[src/rtl/core/bsp_pkg.sv]
// shared types and constants of the bencode stream parser
package bsp_pkg;

    localparam int MAX_NEST    = 32;
    localparam int LENGTH_BITS = 20;
    localparam int DEPTH_W     = $clog2(MAX_NEST + 1);
    localparam int ADDR_W      = $clog2(MAX_NEST);
    localparam int CFG_W       = 6;
    localparam int LIM_W       = (DEPTH_W > CFG_W) ? DEPTH_W : CFG_W;
    localparam int TDATA_W     = 24;
    localparam int TUSER_W     = 4;

    localparam logic [CFG_W-1:0] MAX_DEPTH_RESET = 6'd32;

    localparam logic [7:0] CH_NL    = 8'h0a;
    localparam logic [7:0] CH_ZERO  = 8'h30;
    localparam logic [7:0] CH_NINE  = 8'h39;
    localparam logic [7:0] CH_COLON = 8'h3a;
    localparam logic [7:0] CH_E     = 8'h65;
    localparam logic [7:0] CH_I     = 8'h69;
    localparam logic [7:0] CH_L     = 8'h6c;
    localparam logic [7:0] CH_D     = 8'h64;
    localparam logic [7:0] CH_DEL   = 8'h7f;
    localparam logic [7:0] CH_SPACE = 8'h20;

    typedef enum logic [1:0] {
        MODE_VALUE,
        MODE_LEN,
        MODE_STR,
        MODE_INT
    } mode_t;

    typedef enum logic [3:0] {
        EV_SKIP      = 4'd0,
        EV_LEN_DIGIT = 4'd1,
        EV_COLON     = 4'd2,
        EV_STR_BYTE  = 4'd3,
        EV_INT_OPEN  = 4'd4,
        EV_INT_DIGIT = 4'd5,
        EV_OPEN      = 4'd6,
        EV_CLOSE     = 4'd7,
        EV_END       = 4'd8
    } event_t;

    typedef enum logic [2:0] {
        ERR_NONE      = 3'd0,
        ERR_BAD_BYTE  = 3'd1,
        ERR_LEN_OVF   = 3'd2,
        ERR_TOO_DEEP  = 3'd3,
        ERR_NO_VALUE  = 3'd4,
        ERR_EARLY_END = 3'd5
    } err_t;

    typedef struct packed {
        logic is_dict;
        logic expect_key;
    } stack_entry_t;

    // first member sits in the high bits, so byte_value lands at bit 0
    typedef struct packed {
        logic [2:0] error_code;
        logic       error_flag;
        logic       value_complete;
        logic       is_control;
        logic       utf8_valid;
        logic       string_last;
        logic       in_key;
        logic       container_is_dict;
        logic [5:0] nest_depth;
        logic [7:0] byte_value;
    } payload_t;

    typedef struct packed {
        event_t   event_kind;
        payload_t payload;
    } result_t;

endpackage

[src/rtl/core/bencode_stream_parser.sv]
// bencode stream parser: tags each byte of a bencoded stream
//
// channel  | dir | request                                   | handshake
// ---------+-----+-------------------------------------------+-------------------
// s_       | in  | tdata[7:0] data_byte                      | tvalid / tready
// m_       | out | tuser event_kind, tdata tagged byte flags | tvalid / tready
// cfg_     | in  | wr_data max_depth_in_use                  | wr_en, no wait
//
// one byte a cycle while s_tready is high, one result per byte; the stack
// memory read runs one entry below the top each cycle
// the top of the nesting stack lives in flops, the entries below it in a
// MAX_NEST x 2 bit synchronous memory; the read port prefetches the entry
// below the top, with forwarding when a push writes that same entry
// rst_n clears the parse state, depth, errors and the depth limit (to 32)
// a two-deep output stage lets a new byte in while a result waits
module bencode_stream_parser (
    input  logic                         clk,
    input  logic                         rst_n,
    input  logic                         s_tvalid,
    output logic                         s_tready,
    input  logic [7:0]                   s_tdata,   // [7:0] data_byte
    output logic                         m_tvalid,
    input  logic                         m_tready,
    // [7:0] byte_value, [13:8] nest_depth, [14] container_is_dict, [15] in_key,
    // [16] string_last, [17] utf8_valid, [18] is_control, [19] value_complete,
    // [20] error_flag, [23:21] error_code
    output logic [bsp_pkg::TDATA_W-1:0]  m_tdata,
    output logic [bsp_pkg::TUSER_W-1:0]  m_tuser,   // [3:0] event_kind
    input  logic                         cfg_wr_en,
    input  logic [bsp_pkg::CFG_W-1:0]    cfg_wr_data  // max_depth_in_use
);
    import bsp_pkg::*;

    // parse state
    mode_t                  mode_reg, mode_next;
    logic [LENGTH_BITS-1:0] len_reg, len_next;
    logic [1:0]             pend_reg, pend_next;
    logic                   bad_reg, bad_next;
    logic [DEPTH_W-1:0]     depth_reg, depth_next;
    err_t                   err_reg, err_next;
    stack_entry_t           top_reg, top_next;
    logic [CFG_W-1:0]       max_depth_reg;

    // stack memory and its registered read data (the entry below the top)
    stack_entry_t           stack_mem [MAX_NEST];
    stack_entry_t           below_reg;
    logic                   push;
    logic [ADDR_W-1:0]      wr_addr;
    logic [ADDR_W-1:0]      rd_addr;

    // output stage
    result_t                out_reg, skid_reg;
    logic                   out_valid_reg, skid_valid_reg;
    result_t                res;

    logic                   accept;
    logic                   take;

    // combinational helpers
    logic                   is_digit;
    logic [3:0]             digit;
    logic [LENGTH_BITS+3:0] len_ext;
    logic [LENGTH_BITS+3:0] len_x10;
    logic                   len_ovf;
    logic                   top_dict;
    logic                   at_key;
    logic [LIM_W-1:0]       limit;
    logic [LIM_W-1:0]       cfg_ext;
    logic [LIM_W-1:0]       depth_ext;
    logic                   str_done;
    logic                   utf_bad_now;
    logic [1:0]             utf_pend_now;
    err_t                   err_new;
    event_t                 ev;
    logic                   o_dict, o_key, o_last, o_utf, o_ctrl, o_vc;

    assign accept   = s_tvalid && s_tready;
    assign take     = m_tvalid && m_tready;
    assign s_tready = !skid_valid_reg;
    assign m_tvalid = out_valid_reg;
    assign m_tdata  = TDATA_W'(out_reg.payload);
    assign m_tuser  = TUSER_W'(out_reg.event_kind);

    // depth limit clamped to 1..MAX_NEST
    always_comb
    begin
        cfg_ext = LIM_W'(max_depth_reg);
        if (cfg_ext == '0)
            limit = LIM_W'(1);
        else if (cfg_ext > LIM_W'(MAX_NEST))
            limit = LIM_W'(MAX_NEST);
        else
            limit = cfg_ext;
    end

    assign depth_ext = LIM_W'(depth_reg);
    assign is_digit  = (s_tdata >= CH_ZERO) && (s_tdata <= CH_NINE);
    assign digit     = 4'(s_tdata - CH_ZERO);
    assign top_dict  = (depth_reg != '0) && top_reg.is_dict;
    assign at_key    = top_dict && top_reg.expect_key;

    // length times ten plus the new digit
    assign len_ext = (LENGTH_BITS+4)'(len_reg);
    assign len_x10 = (len_ext << 3) + (len_ext << 1) + (LENGTH_BITS+4)'(digit);
    assign len_ovf = |len_x10[LENGTH_BITS+3:LENGTH_BITS];

    // utf-8 tracking of one string byte
    always_comb
    begin
        utf_bad_now  = bad_reg;
        utf_pend_now = pend_reg;
        if (!bad_reg)
        begin
            if (pend_reg == 2'd0)
            begin
                if (!s_tdata[7])
                    utf_pend_now = 2'd0;
                else if (s_tdata[7:4] == 4'hf)
                    utf_pend_now = 2'd3;
                else if (s_tdata[7:4] == 4'he)
                    utf_pend_now = 2'd2;
                else if (s_tdata[7:5] == 3'b110)
                    utf_pend_now = 2'd1;
                else
                    utf_bad_now = 1'b1;
            end
            else if (s_tdata[7:6] == 2'b10)
                utf_pend_now = pend_reg - 2'd1;
            else
                utf_bad_now = 1'b1;
            if (utf_bad_now)
                utf_pend_now = 2'd0;
        end
    end

    assign str_done = (len_reg == LENGTH_BITS'(1));

    // next-state and result of one byte
    always_comb
    begin
        mode_next  = mode_reg;
        len_next   = len_reg;
        pend_next  = pend_reg;
        bad_next   = bad_reg;
        depth_next = depth_reg;
        top_next   = top_reg;
        err_new    = ERR_NONE;
        push       = 1'b0;
        ev         = EV_SKIP;
        o_dict     = 1'b0;
        o_key      = 1'b0;
        o_last     = 1'b0;
        o_utf      = 1'b0;
        o_ctrl     = 1'b0;
        o_vc       = 1'b0;

        if (err_reg == ERR_NONE)
        begin
            case (mode_reg)
                MODE_VALUE:
                begin
                    if (s_tdata == CH_NL)
                        ev = EV_SKIP;
                    else if (is_digit)
                    begin
                        ev        = EV_LEN_DIGIT;
                        o_key     = at_key;
                        len_next  = LENGTH_BITS'(digit);
                        mode_next = MODE_LEN;
                    end
                    else if (s_tdata == 8'h00)
                    begin
                        if (depth_reg != '0)
                            err_new = ERR_EARLY_END;
                        else
                            ev = EV_END;
                    end
                    else if (s_tdata == CH_E)
                    begin
                        if (depth_reg == '0)
                            err_new = ERR_BAD_BYTE;
                        else if (top_dict && !top_reg.expect_key)
                            err_new = ERR_NO_VALUE;
                        else
                        begin
                            // pop: the entry below becomes the top, the closed
                            // container counts as a finished value there
                            ev         = EV_CLOSE;
                            o_dict     = top_dict;
                            depth_next = depth_reg - DEPTH_W'(1);
                            top_next   = below_reg;
                            if (depth_next == '0)
                                o_vc = 1'b1;
                            else if (below_reg.is_dict)
                                top_next.expect_key = !below_reg.expect_key;
                        end
                    end
                    else if (at_key)
                        err_new = ERR_BAD_BYTE;
                    else if (s_tdata == CH_I)
                    begin
                        ev        = EV_INT_OPEN;
                        mode_next = MODE_INT;
                    end
                    else if (s_tdata == CH_L || s_tdata == CH_D)
                    begin
                        if (depth_ext >= limit)
                            err_new = ERR_TOO_DEEP;
                        else
                        begin
                            ev                  = EV_OPEN;
                            o_dict              = (s_tdata == CH_D);
                            push                = (depth_reg != '0);
                            top_next.is_dict    = (s_tdata == CH_D);
                            top_next.expect_key = 1'b1;
                            depth_next          = depth_reg + DEPTH_W'(1);
                        end
                    end
                    else
                        err_new = ERR_BAD_BYTE;
                end
                MODE_LEN:
                begin
                    if (is_digit)
                    begin
                        if (len_ovf)
                            err_new = ERR_LEN_OVF;
                        else
                        begin
                            len_next = len_x10[LENGTH_BITS-1:0];
                            ev       = EV_LEN_DIGIT;
                            o_key    = at_key;
                        end
                    end
                    else if (s_tdata == CH_COLON)
                    begin
                        ev        = EV_COLON;
                        o_key     = at_key;
                        pend_next = 2'd0;
                        bad_next  = 1'b0;
                        if (len_reg == '0)
                        begin
                            // empty string ends on its colon
                            o_last    = 1'b1;
                            o_utf     = 1'b1;
                            mode_next = MODE_VALUE;
                            if (depth_reg == '0)
                                o_vc = 1'b1;
                            else if (top_dict)
                                top_next.expect_key = !top_reg.expect_key;
                        end
                        else
                            mode_next = MODE_STR;
                    end
                    else if (s_tdata == 8'h00)
                        err_new = ERR_EARLY_END;
                    else
                        err_new = ERR_BAD_BYTE;
                end
                MODE_STR:
                begin
                    ev        = EV_STR_BYTE;
                    o_key     = at_key;
                    o_ctrl    = (s_tdata < CH_SPACE) || (s_tdata == CH_DEL);
                    pend_next = utf_pend_now;
                    bad_next  = utf_bad_now;
                    len_next  = len_reg - LENGTH_BITS'(1);
                    if (str_done)
                    begin
                        o_last    = 1'b1;
                        o_utf     = !utf_bad_now && (utf_pend_now == 2'd0);
                        mode_next = MODE_VALUE;
                        if (depth_reg == '0)
                            o_vc = 1'b1;
                        else if (top_dict)
                            top_next.expect_key = !top_reg.expect_key;
                    end
                end
                MODE_INT:
                begin
                    if (is_digit)
                        ev = EV_INT_DIGIT;
                    else if (s_tdata == CH_E)
                    begin
                        ev        = EV_INT_DIGIT;
                        mode_next = MODE_VALUE;
                        if (depth_reg == '0)
                            o_vc = 1'b1;
                        else if (top_dict)
                            top_next.expect_key = !top_reg.expect_key;
                    end
                    else if (s_tdata == 8'h00)
                        err_new = ERR_EARLY_END;
                    else
                        err_new = ERR_BAD_BYTE;
                end
                default:
                    mode_next = MODE_VALUE;
            endcase

            // an error freezes the parse state
            if (err_new != ERR_NONE)
            begin
                mode_next  = mode_reg;
                len_next   = len_reg;
                pend_next  = pend_reg;
                bad_next   = bad_reg;
                depth_next = depth_reg;
                top_next   = top_reg;
                push       = 1'b0;
            end
        end

        err_next = (err_reg != ERR_NONE) ? err_reg : err_new;

        res                            = '0;
        res.payload.byte_value         = s_tdata;
        res.payload.nest_depth         = 6'(depth_next);
        if (err_next != ERR_NONE)
        begin
            res.event_kind             = EV_SKIP;
            res.payload.error_flag     = 1'b1;
            res.payload.error_code     = err_next;
        end
        else
        begin
            res.event_kind                = ev;
            res.payload.container_is_dict = o_dict;
            res.payload.in_key            = o_key;
            res.payload.string_last       = o_last;
            res.payload.utf8_valid        = o_utf;
            res.payload.is_control        = o_ctrl;
            res.payload.value_complete    = o_vc;
        end
    end

    // a push stores the old top just below the new one
    assign wr_addr = ADDR_W'(depth_reg - DEPTH_W'(1));
    // keep the entry below the top ready for the next pop
    assign rd_addr = accept ? ADDR_W'(depth_next - DEPTH_W'(2))
                            : ADDR_W'(depth_reg - DEPTH_W'(2));

    always_ff @(posedge clk)
    begin
        if (accept && push)
            stack_mem[wr_addr] <= top_reg;
    end

    always_ff @(posedge clk)
    begin
        if (accept && push && (rd_addr == wr_addr))
            below_reg <= top_reg;
        else
            below_reg <= stack_mem[rd_addr];
    end

    // parse state register
    always_ff @(posedge clk or negedge rst_n)
    begin
        if (!rst_n)
        begin
            mode_reg  <= MODE_VALUE;
            len_reg   <= '0;
            pend_reg  <= 2'd0;
            bad_reg   <= 1'b0;
            depth_reg <= '0;
            err_reg   <= ERR_NONE;
            top_reg   <= '0;
        end
        else if (accept)
        begin
            mode_reg  <= mode_next;
            len_reg   <= len_next;
            pend_reg  <= pend_next;
            bad_reg   <= bad_next;
            depth_reg <= depth_next;
            err_reg   <= err_next;
            top_reg   <= top_next;
        end
    end

    // depth limit register
    always_ff @(posedge clk or negedge rst_n)
    begin
        if (!rst_n)
            max_depth_reg <= MAX_DEPTH_RESET;
        else if (cfg_wr_en)
            max_depth_reg <= cfg_wr_data;
    end

    // output register with skid entry
    always_ff @(posedge clk or negedge rst_n)
    begin
        if (!rst_n)
        begin
            out_valid_reg  <= 1'b0;
            skid_valid_reg <= 1'b0;
        end
        else if (take || !out_valid_reg)
        begin
            out_valid_reg  <= skid_valid_reg || accept;
            skid_valid_reg <= 1'b0;
        end
        else if (accept)
            skid_valid_reg <= 1'b1;
    end

    always_ff @(posedge clk)
    begin
        if (take || !out_valid_reg)
        begin
            if (skid_valid_reg)
                out_reg <= skid_reg;
            else if (accept)
                out_reg <= res;
        end
        else if (accept)
            skid_reg <= res;
    end

`ifndef SYNTHESIS
    // depth never passes the stack size
    a_depth_bound: assert property (@(posedge clk) disable iff (!rst_n)
        depth_reg <= DEPTH_W'(MAX_NEST))
        else $error("nesting depth beyond stack size");

    // an error stays until reset
    a_error_sticky: assert property (@(posedge clk) disable iff (!rst_n)
        (err_reg != ERR_NONE) |=> (err_reg == $past(err_reg)))
        else $error("sticky error changed");

    // string data mode always has bytes left
    a_str_len: assert property (@(posedge clk) disable iff (!rst_n)
        (mode_reg == MODE_STR) |-> (len_reg != '0))
        else $error("string mode with zero length left");

    // skid entry only fills behind a waiting result
    a_skid_order: assert property (@(posedge clk) disable iff (!rst_n)
        skid_valid_reg |-> out_valid_reg)
        else $error("skid entry without output entry");

    // depth moves by at most one per byte
    a_depth_step: assert property (@(posedge clk) disable iff (!rst_n)
        accept |=> (depth_reg == $past(depth_reg)
                    || depth_reg == $past(depth_reg) + DEPTH_W'(1)
                    || depth_reg == $past(depth_reg) - DEPTH_W'(1)))
        else $error("depth jumped");
`endif

endmodule
[config.mk]
export PLATFORM = sky130hd
export DESIGN_NAME = bencode_stream_parser
export DESIGN_NICKNAME = d
export VERILOG_FILES = /design/src/rtl/core/bsp_pkg.sv /design/src/rtl/core/bencode_stream_parser.sv
export SDC_FILE = /design/constraint.sdc
export NUM_CORES = 1
export LEC_CHECK = 0
export BUFFER_PORTS_ARGS = -buffer_cell sky130_fd_sc_hd__buf_2
export CORE_MARGIN = 8
export CORE_UTILIZATION = 60
export DETAILED_ROUTE_END_ITERATION = 6
export PLACE_DENSITY_LB_ADDON = 0.08
export SLEW_MARGIN = 20
export SYNTH_ARGS = -nofsm -noshare
export SYNTH_HDL_FRONTEND = slang
export SYNTH_SLANG_ARGS = --single-unit
[constraint.sdc]
create_clock -name clk -period 7 [get_ports clk]
set_clock_uncertainty 0.05 [all_clocks]
set_input_delay 0.7 -clock clk [delete_from_list [all_inputs] [get_ports clk]]
set_output_delay 0.7 -clock clk [all_outputs]
set_load 0.02 [all_outputs]
# Word level (Yosys, flattened, before mapping)
# Memory sizes are Yosys's and may differ from the RTL's. A register that Yosys moved wholly into a read port is not among the register bits.
# Index checks and enable logic that the tools add are counted.
# word_totals
latch_bits	0
ff_bits	100
mem_bits_rw	64
out_inout_bits	30
mem_bits_ro	0
n_memories	1
# classes
muxes	182
n_mul	0
n_addsub	9
reduce_logical	43
shift	0
magnitude_cmp	5
bitwise_logic	5
div	0
eq_ne	42
# memory_table
name	depth	width	read_ports	rd_ports_with_merged_regs	wr	line_no	text
stack_mem	32	2	1	1	1	bencode_stream_parser.sv:45	stack_entry_t stack_mem [MAX_NEST];
# ops
cell	count
6-bit two-way mux	16
1-bit two-way mux	81
20-bit two-way mux	4
3-bit two-way mux	26
2-bit two-way mux	32
20-bit case mux with 3 select lines	1
28-bit two-way mux	2
8-bit by 7-bit equality test with 1-bit output, second input constant	5
4-bit two-way mux	9
3-bit != test, second input constant	10
2-bit != test, second input constant	14
13-bit AND reduction	2
23-bit by 21-bit adder with 24-bit output	1
24-bit by 4-bit adder with 24-bit output	1
20-bit by 1-bit equality test with 1-bit output, second input constant	1
20-bit logical NOT	1
20-bit by 1-bit subtractor with 20-bit output, second input constant	1
6-bit logical NOT	3
18-bit AND reduction	1
4-bit case mux with 4 select lines	1
3-bit nonzero test	4
5-bit by 2-bit subtractor with 5-bit output, second input constant	2
3-bit case mux with 3 select lines	1
4-bit equality test, second input constant	2
other kinds (34)	65

# Depth between registers and ports, before layout
# Gate-level depths: netlist of run 1.
# logic_depth
word_depth	20
ltp_mapped	16
depth_no_buf	14

# Least setup slack after synthesis of run 1
# OpenSTA, ideal clock, no wires.
# synth_path
kind	input to register
start	input s_tdata[3]
end	register len_reg[2]
required_ns	6.824
n_path_buf	2
setup_slack_ns	3.112
cell_stages	15
setup_ns	0.126
t_arrival_ns	3.712
path_cell_list	fa_1 -> inv_1 -> fa_1 -> nor2b_1 -> o2111a_1 -> o311a_1 -> o2111a_1 -> a211oi_1 -> nor4_4 -> a21oi_1 -> or3_4 -> buf_6 -> buf_8 -> nand2_1 -> o31ai_2
# synth_between
elab_chain_len	14
# synth_lines
element	line_no	text
start: declaration	bencode_stream_parser.sv:21	input logic [7:0] s_tdata,
branches (longest 13 deep; another with 24-bit by 4-bit adder with 24-bit output)	-	
8-bit AND reduction (no source line) *	-	
end signal: assignment	bencode_stream_parser.sv:373	len_reg <= len_next;
end: declaration	bencode_stream_parser.sv:36	logic [LENGTH_BITS-1:0] len_reg, len_next;
# Every way passes the cells marked *. The select of a mux whose other input is x is not followed.
# A chain may end at the register's enable or synchronous reset.

==> impl_metrics.toml, run 1 <==
[outcome]
outcome = "finished clean"

[yosys]
synthesis.nets = 1000
postSynthAreaPerCell_um2 = 10.87
synthCells = 920
synthArstFlopShare = 0.2604
syn_area_mm2 = 0.01000
synth_ff_type = "edfxtp_1"
ys_warn_count = 0
seq_area_frac_synth = 0.4805
synth_seq_cells = 169
synth_cell_types = 90
synth_edf_count = 120

[drt]
drtIter0Drc = 443
via_per_inst = 6.327
drt_pass1_iterations = 5
ant_nets = 0
wirelength_um = 23170
drcViolationCount = 0
via_count = 7497
post_drt_wl_per_cell_um = 19.55

[global_route]
overflow = 0
grt_pass1_vias = 7464
grt_usage = 0.2235
grt_max_degree = 45
grt_first_pass_wirelength_um = 38630
antenna_found_initial = 0

[critical_path]
crit_path_max_fanout = 14
endpoint_kind = "register"
crit_type = "register to register"
crit_arrival_ns = 4.37
cp.required_ns = 7.12
cp-start-kind = "register"

[floorplanning]
die_y_um = 145.1
ios = 49
die_w_um = 145.1
core-area_mm2 = 0.01647
rows = 47
initial_core_util = 0.6074
die-area_mm2 = 0.02106

[sta]
tns_ns = 0
fmax_mhz = 235.1
min_period_over_period = 0.6076
maxSlewViolCount = 0
period_needed_ns = 4.253
holdWs_ns = 0.2355
maxSlewHeadroom = 0.4283
worstMarginPinSlew_ns = 0.8571
hold_viol_final = 0
rsz0062_at_grt = "false"
setup_violations = 0

[power_and_ir_drop]
p_clk_frac = 0.428
power.switching_uw = 513.8
peakVddDrop_v = 0.0001625
pwr-share-seq = 0.520
leakage_nw = 4.504
power_density_mw_per_mm2 = 194.2
comb_power_share = 0.052
swShare = 0.2423
intPower_mw = 1.607

[clock_network]
cts_tree = "yes"
cts.clk_slew.worst_paths_ns = 0.07
cts_hold_buf = 0
cts_htree_levels = 4
clockRootBuffer = "clkbuf_16"
postCtsSetupBuffers = 0
cts_buffers = 17
worstSkewPairLatency_ns = 0.43
cts_buffer_depth = 2
cts_resized = 0
cts_num_sinks = 169

[placed_design]
dp_hpwl_um = 16840
place_inst = 1153
place_congestion = 0.9271
numPortBuffers = 48
place_area_mm2 = 0.01034

[layout]
nets = 1032
largest_reg_flops = 64
fin_cells = 1185
drive_above_1_share = 0.1658
diodes = 0
area_delta_synth_final_pct = 9.194
stdcell_area_mm2 = 0.01092

[min_path]
min_path_type = "primary input to async pin"

[job]
drv_cap = 0
[critical path, stage by stage (launching register included)]
cell and delay, ns:
dfrtp_1 0.46, fa_1 0.57, inv_1 0.07, fa_1 0.46, nor2b_1 0.18, o2111a_1 0.24
o311a_1 0.22, o211ai_1 0.10, a211oi_1 0.36, nor4_4 0.12, o21a_1 0.24, o21bai_2 0.45
nor3_1 0.17, mux2_2 0.31
[per-layer routing]
layer	track usage	wire (um)	up-vias
li1	-	-	3517
met1	0.3020	10420	3676
met2	0.3584	10880	269
met3	0.03794	1421	35
met4	0.07860	442	0
met5	0	0	-
[cells in the mapped netlist, types with 4 or more instances]
cell type / n / area [um^2]
a21o_1: 13 / 97.59
and3_1: 10 / 62.56
clkbuf_1: 22 / 82.58
a32oi_1: 4 / 35.03
buf_2: 5 / 25.02
dfrtp_1: 43 / 1076
o22a_1: 4 / 35.03
ha_1: 59 / 738.2
o21a_1: 10 / 75.07
o21ai_1: 15 / 75.07
mux4_2: 20 / 450.4
o31ai_1: 10 / 75.07
a21oi_1: 49 / 245.2
nand3_1: 18 / 90.09
a22oi_1: 5 / 37.54
buf_6: 5 / 56.30
nor2_1: 110 / 412.9
mux2_2: 25 / 281.5
a31oi_1: 9 / 56.30
inv_1: 30 / 112.6
nand4_1: 9 / 56.30
nor2b_1: 8 / 50.05
mux2i_1: 4 / 40.04
o21ai_0: 58 / 290.3
and2_1: 12 / 75.07
a221oi_1: 4 / 35.03
dfxtp_1: 5 / 100.1
xor2_1: 10 / 87.58
edfxtp_1: 120 / 3603
nand2b_1: 10 / 62.56
nor3_1: 23 / 115.1
o211ai_1: 5 / 37.54
nand2_1: 80 / 300.3
nor4_1: 7 / 43.79
xnor2_1: 17 / 148.9
[placed cells by master, fill, tap and decap left out, types with 4 or more instances in the layout]
cell,synthesis,layout
a21o_1,13,13
a21oi_1,49,49
a221oi_1,4,4
a22oi_1,5,5
a31oi_1,9,9
a32oi_1,4,4
and2_1,12,12
and3_1,10,10
buf_2,5,47
buf_4,1,4
clkbuf_16,0,17
dfrtp_1,43,41
dfxtp_1,5,5
edfxtp_1,120,120
ha_1,59,59
inv_1,30,30
inv_8,0,6
mux2_2,25,25
mux2i_1,4,4
mux4_2,20,20
nand2_1,80,80
nand2b_1,10,10
nand3_1,18,18
nand4_1,9,9
nor2_1,110,109
nor2b_1,8,8
nor3_1,23,23
nor4_1,7,7
o211ai_1,5,5
o21a_1,10,9
o21ai_0,58,58
o21ai_1,15,15
o22a_1,4,4
o31ai_1,10,10
xnor2_1,17,17
xor2_1,10,10
[stage by stage]
stage | util | setup WS (ns) | power (mW)
2_1_floorplan | - | 3.112 | 1.194
3_3_place_gp | 0.6279 | 2.453 | 1.232
3_5_place_dp | 0.6279 | 2.286 | 1.236
4_1_cts | 0.6629 | 2.733 | 2.136
5_1_grt | 0.6633 | 2.438 | 2.192
6_report | 0.6633 | 2.747 | 2.121
[power groups by stage]
stage,logic [mW],registers [mW],clock network (mW)
after floorplan,0.0515,1.14,0
after global placement,0.108,1.12,0
after detailed placement,0.111,1.12,0
after CTS,0.112,1.10,0.920
after global routing,0.122,1.11,0.965
final,0.111,1.10,0.907
[kinds of logic (layout without fill, tap and decap cells)]
| family | after synthesis | after routing | synth area share |
|---|---|---|---|
| simple gates | 315 | 315 | 0.1539 |
| compound gates | 231 | 231 | 0.1554 |
| flops | 169 | 169 | 0.4805 |
| buf+inv | 68 | 113 | 0.03165 |
| fa+ha+maj | 61 | 61 | 0.07781 |
| mux | 49 | 49 | 0.07718 |
| xor+xnor | 27 | 27 | 0.02364 |
[worst paths after layout]
| path | endpoint | slack (ns) | start | depth (start not counted) |
|---|---|---|---|---|
| max in group asynchronous | top_reg[0] | 6.22 | rst_n | 1 |
| min in group clk | cfg_ext[5] | 0.45 | cfg_wr_data[5] | 3 |
| hold / removal | len_reg[9] | 0.24 | rst_n | 1 |
| hold reg to reg | m_tdata[19] | 0.49 | skid_reg[19] | 2 |
| setup / recovery | m_tuser[0] | 2.75 | len_reg[0] | 13 |
| setup reg to reg | m_tuser[0] | 2.75 | len_reg[0] | 13 |
[layout make-up]
class | count | area [um^2]
Tap cell | 220 | 275.3
Clock inverter | 15 | 151.4
Timing Repair Buffer | 51 | 265.3
Inverter | 30 | 112.6
Multi-Input combinational cell | 683 | 4883
Sequential cell | 169 | 4808
Clock buffer | 17 | 425.4
Fill cell | 1302 | 5544
(Power assumes the default switching activity.)
==> inputs of run 2 (changes only) <==
Settings changed: ABC_AREA set to 1, CORE_UTILIZATION 60 to 56.
Clock period 7 ns to 3.9 ns, I/O delays scaled along.
==> impl_metrics.toml, run 2 <==
[outcome]
outcome = "finished, violations left"
violations = "DRC"

[drt]
drcViolationCount = 3
highest_layer = "met4"
drtIter0Drc = 878
ant_nets = 0
wl_met1_um = 12150
via_count = 8812
wirelength_um = 26320
route.met3.wl_um = 1818
drt_pass1_iterations = 7
post_drt_wl_per_cell_um = 16.95
via_per_inst = 5.674
route.met2.wl_um = 11870

[layout]
diodes = 0
multi_input_area_mm2 = 0.004956
nFillCells = 1627
final_cell_mix = "nand2_1, inv_1, edfxtp_1"
nets = 1386
area_delta_synth_final_pct = 11.83
seq_area_mm2 = 0.004807
largest_reg_flops = 64
finalCoreUtilization = 0.6311
stdcell_area_mm2 = 0.01169
fin_cells = 1553
drive_above_1_share = 0.1350
final_common_cell = "nand2_1"

[yosys]
synthArstFlopShare = 0.2604
synth_top_cell_by_area = "edfxtp_1"
syn_area_mm2 = 0.01045
synth_cell_types = 64
synthCells = 1245
synth_edf_count = 120
synth_top_area_frac = 0.3448
ys_warn_count = 0
netlist_top_cells_count = "nand2_1, inv_1, nor2_1, edfxtp_1, o21ai_0"
synthesis.nets = 1325
synth_area_leaders = "edfxtp_1, dfrtp_1, nand2_1"
seq_area_frac_synth = 0.4599
synth_seq_cells = 169
yosysMostFrequentCell = "nand2_1"
postSynthAreaPerCell_um2 = 8.394
synth_ff_type = "edfxtp_1"

[sta]
holdWs_ns = 0.1222
min_period_over_period = 0.9463
maxSlewViolCount = 0
hold_viol_final = 0
rsz0062_at_grt = "true"
setup_ws_ns = 0.2093
maxSlewHeadroom = 0.3679
fmax_mhz = 270.9
setup_violations = 0
worstMarginPinSlew_ns = 0.9469
tns_ns = 0
period_needed_ns = 3.691

[global_route]
grt_max_degree = 42
grt_pass1_vias = 8456
grt_usage = 0.2280
antenna_found_initial = 0
grt_first_pass_wirelength_um = 43090
overflow = 0

[critical_path]
cp-start-kind = "register"
r2r_cells = 23
crit_arrival_ns = 3.82
rr_startpoint = "len_reg[2]"
rrSetupSlack_ns = 0.21
endpoint_kind = "register"
crit_path_max_fanout = 6
cp.required_ns = 4.03
r2r_end = "m_tdata[8]"
crit_type = "register to register"

[min_path]
whs_endpoint = "cfg_ext[5]"
holdPathStages = 3
min_path_type = "primary input to register"
hold_start = "cfg_wr_data[5]"

[floorplanning]
die_y_um = 152.6
die_w_um = 152.6
core-area_mm2 = 0.01852
initial_core_util = 0.5643
rows = 50
die-area_mm2 = 0.02329
ios = 49

[clock_network]
cts_buffer_depth = 2
cts_num_sinks = 169
cts_buffers = 17
worstSkewPairLatency_ns = 0.43
cts_tree = "yes"
cts_htree_levels = 4
cts.clk_slew.worst_paths_ns = 0.08
clockRootBuffer = "clkbuf_16"

[power_and_ir_drop]
peakVddDrop_v = 0.0003152
total_power_mw = 4.023
leakage_nw = 5.251
power_density_mw_per_mm2 = 344.2

[placed_design]
place_inst = 1518
numPortBuffers = 48
pre_cts_ws_ns = 0.06252
place_congestion = 0.9944
dp_hpwl_um = 19510
place_area_mm2 = 0.01101

[job]
drv_cap = 0
[run 2: cell families (layout without fill, tap and decap cells)]
group	Yosys count	count (layout)	synth area share
simple gates	566	566	0.2408
compound gates	229	229	0.1257
buf+inv	191	265	0.07184
flops	169	169	0.4599
fa+ha+maj	61	61	0.07447
mux	20	20	0.01975
xor+xnor	9	9	0.007544
[run 2: worst max-delay path by stage]
stage / start / end / slack, ns / cells past startpoint
floorplan: len_reg[0] / stack_mem[16][0] / 0.46 / 22
global placement: s_tdata[3] / stack_mem[24][0] / 0.16 / 23
detailed placement: s_tdata[3] / register / 0.06 / 23
CTS: len_reg[0] / stack_mem[12][1] / 0.13 / 22
global route: len_reg[0] / stack_mem[7][1] / -0.006 / 22
finish: len_reg[2] / m_tdata[8] / 0.21 / 23
[run 2: repair_timing]
| item | 4_1_cts | 5_1_grt |
|---|---|---|
| setup buffers | 0 | 2 |
| hold buffers | 1 | 0 |
| resized for setup | 0 | 25 |
| setup endpoints to repair | 0 | 95 |
| endpoints found under the hold margin | 4 | 0 |
[run 2: power breakdown]
group / internal (mW) / total (mW) / leakage (nW) / switching, mW
Combinational: 0.102 / 0.332 / 3.16 / 0.230
Sequential: 1.97 / 1.99 / 1.80 / 0.0267
Clock: 0.915 / 1.70 / 0.289 / 0.781
Total: 2.98 / 4.02 / 5.25 / 1.04
[run 2: per-layer routing]
metal / track usage / vias up
met2: 0.3597 / 291
met1: 0.3063 / 4117
met5: 0 / -
met3: 0.05332 / 40
met4: 0.06975 / 0
li1: - / 4364
[run 2: layout make-up]
| type | instances | share of cell area |
|---|---|---|
| clock buffer | 19 | 0.03704 |
| multi-input combinational | 885 | 0.4241 |
| inverter | 161 | 0.05310 |
| timing repair buffer | 72 | 0.03619 |
| tap | 234 | 0.02505 |
| sequential | 169 | 0.4113 |
| clock inverter | 13 | 0.01317 |
[run 2: critical path: stages (launching register included)]
cell and delay (ns):
dfrtp_1 0.45, fa_1 0.52, inv_1 0.06, fa_1 0.41, inv_1 0.09, nand3_1 0.10
nor2_1 0.14, nand2_1 0.07, nor2_1 0.09, nor2_1 0.07, nand3_1 0.06, nand2_1 0.07
nor2_2 0.13, nand2_1 0.09, nand2_1 0.10, nand2_1 0.09, nand2_2 0.09, buf_4 0.15
nand2_2 0.08, inv_2 0.11, nand2_1 0.10, xor2_2 0.17, nand2_1 0.08, nand2_1 0.06
==> inputs of run 3 (changes only) <==
Settings changed: CORE_UTILIZATION 56 to 60.
Clock period 3.9 ns to 4.1 ns, I/O delays scaled along.
==> impl_metrics.toml, run 3 (same netlist as run 2, synthesis figures left out) <==
[drt]
ant_nets = 0
drt_pass1_iterations = 6
via_per_inst = 5.823
post_drt_wl_per_cell_um = 17.23
wirelength_um = 26450
route.met3.wl_um = 1889
via_count = 8939
route.met2.wl_um = 11850
drcViolationCount = 0
drtIter0Drc = 967
wl_met1_um = 12160
highest_layer = "met4"

[critical_path]
crit_chain = "fa_1 -> inv_1 -> fa_1 -> inv_1 -> nand3_1 -> nor2_2 -> nand2_1 -> nor2_1 -> nor2_1 -> nand3_1 -> nand2_1 -> nor2_2 -> nand2_1 -> nand2_1 -> nand2_1 -> nand2_2 -> buf_4 -> nand4_1 -> nand3_1 -> nand2_1 -> ha_1 -> xor2_1"
cp-start-kind = "register"
endpoint_kind = "register"
cp.required_ns = 4.37
crit_path_max_fanout = 6
crit_arrival_ns = 4.13
cpPeakStageDelay_ns = 0.54
worst_path_most_repeated_cell = "nand2_1"
cp_slowest_cell = "fa_1"
crit_type = "register to register"

[sta]
period_needed_ns = 3.860
holdWs_ns = 0.02232
worstMarginPinSlew_ns = 1.075
fmax_mhz = 259.1
tns_ns = 0
min_period_over_period = 0.9414
setup_ws_ns = 0.2403
maxSlewHeadroom = 0.2833
hold_viol_final = 0
maxSlewViolCount = 0
setup_violations = 0

[layout]
largest_reg_flops = 64
stdcell_area_mm2 = 0.01164
drive_above_1_share = 0.1351
nets = 1377
diodes = 0
final_cell_mix = "nand2_1, inv_1, edfxtp_1"
final_common_cell = "nand2_1"
area_delta_synth_final_pct = 11.35

[floorplanning]
die_w_um = 148.0
core-area_mm2 = 0.01718
die_y_um = 148.0
ios = 49
die-area_mm2 = 0.02190
initial_core_util = 0.6084
rows = 48

[power_and_ir_drop]
swShare = 0.2560
p_clk_frac = 0.424
power_density_mw_per_mm2 = 330.1
comb_power_share = 0.082
power.switching_uw = 983.2
leakage_nw = 5.215
peakVddDrop_v = 0.0003044
intPower_mw = 2.858
total_power_mw = 3.841
pwr-share-seq = 0.494

[global_route]
overflow = 0
antenna_found_initial = 0
grt_pass1_vias = 8382
grt_first_pass_wirelength_um = 42950
grt_max_degree = 45
grt_usage = 0.2457

[clock_network]
worstSkewPairLatency_ns = 0.44
cts_buffer_depth = 2
cts_num_sinks = 169
cts.clk_slew.worst_paths_ns = 0.07
cts_tree = "yes"
cts_htree_levels = 4
clockRootBuffer = "clkbuf_16"
cts_hold_buf = 0
cts_buffers = 17

[outcome]
outcome = "finished clean"

[placed_design]
numPortBuffers = 48
place_congestion = 0.9836
dp_hpwl_um = 19250
place_area_mm2 = 0.01094
pre_cts_ws_ns = 0.07011

[min_path]
min_path_type = "primary input to async pin"

[job]
drv_cap = 0
-- run 3: cell types whose count changed in the layout (fill, tap and decap cells not counted), sizes merged --
cell,change
inv,-4
clkinv,+1
clkbuf,+3
buf,-8
bufinv,-1
clkinvlp,+1
dlygate4sd3,-1
-- run 3: path summary, 6_finish.rpt --
path                                startpoint     endpoint  slack (ns)  cells past startpoint
worst min register to register      err_reg[1]   err_reg[1]        0.45                      2
worst min-delay path                     rst_n  len_reg[15]        0.02                      2
max in group asynchronous                rst_n   len_reg[0]        3.50                      2
min in group clk                cfg_wr_data[0]   cfg_ext[0]        0.13                      3
worst max register to register      len_reg[0]     register        0.24                     22
worst max-delay path                len_reg[0]     register        0.24                     22
-- run 3: what timing repair did --
item | 4_1_cts | 5_1_grt
setup buffers | 0 | 1
setup endpoints to repair | 0 | 81
gates resized for setup | 0 | 32
-- run 3: layer usage --
| metal | track usage | up-vias |
|---|---|---|
| li1 | - | 4345 |
| met1 | 0.3392 | 4216 |
| met2 | 0.3813 | 329 |
| met3 | 0.04647 | 49 |
| met4 | 0.08261 | 0 |
| met5 | 0 | - |
-- run 3: final cells by class --
type	instances	area, um^2
clock buffers	22	496.7
clock inverters	10	101.3
fillers	1441	5540
inverters	161	615.6
multi-input cells	885	4981
flip-flops and latches	169	4807
well taps	225	281.5
repair buffers	63	352.8
-- run 3: metrics by stage --
step                instances    util
finish                   1535  0.6774
global route             1535  0.6774
global placement         1502  0.6372
floorplan                1245       -
detailed placement       1502  0.6372
CTS                      1534  0.6720
-- run 3: power by group through the flow --
stage               Combinational, mW  Clock [mW]  Sequential [mW]
floorplan                       0.188           0             1.95
global placement                0.305           0             1.93
detailed placement              0.313           0             1.93
CTS                             0.314        1.64             1.90
global route                    0.348        1.71             1.90
finish                          0.314        1.63             1.90
-- run 3: critical path, delay by kind of cell, from the launching register on --
| family | cells | cell delay [ns] |
|---|---|---|
| flip-flops | 1 | 0.44 |
| buffers and inverters | 3 | 0.34 |
| XOR/XNOR | 1 | 0.15 |
| adder cells (fa/ha/maj) | 3 | 1.19 |
| AND/OR/NAND/NOR | 15 | 1.58 |
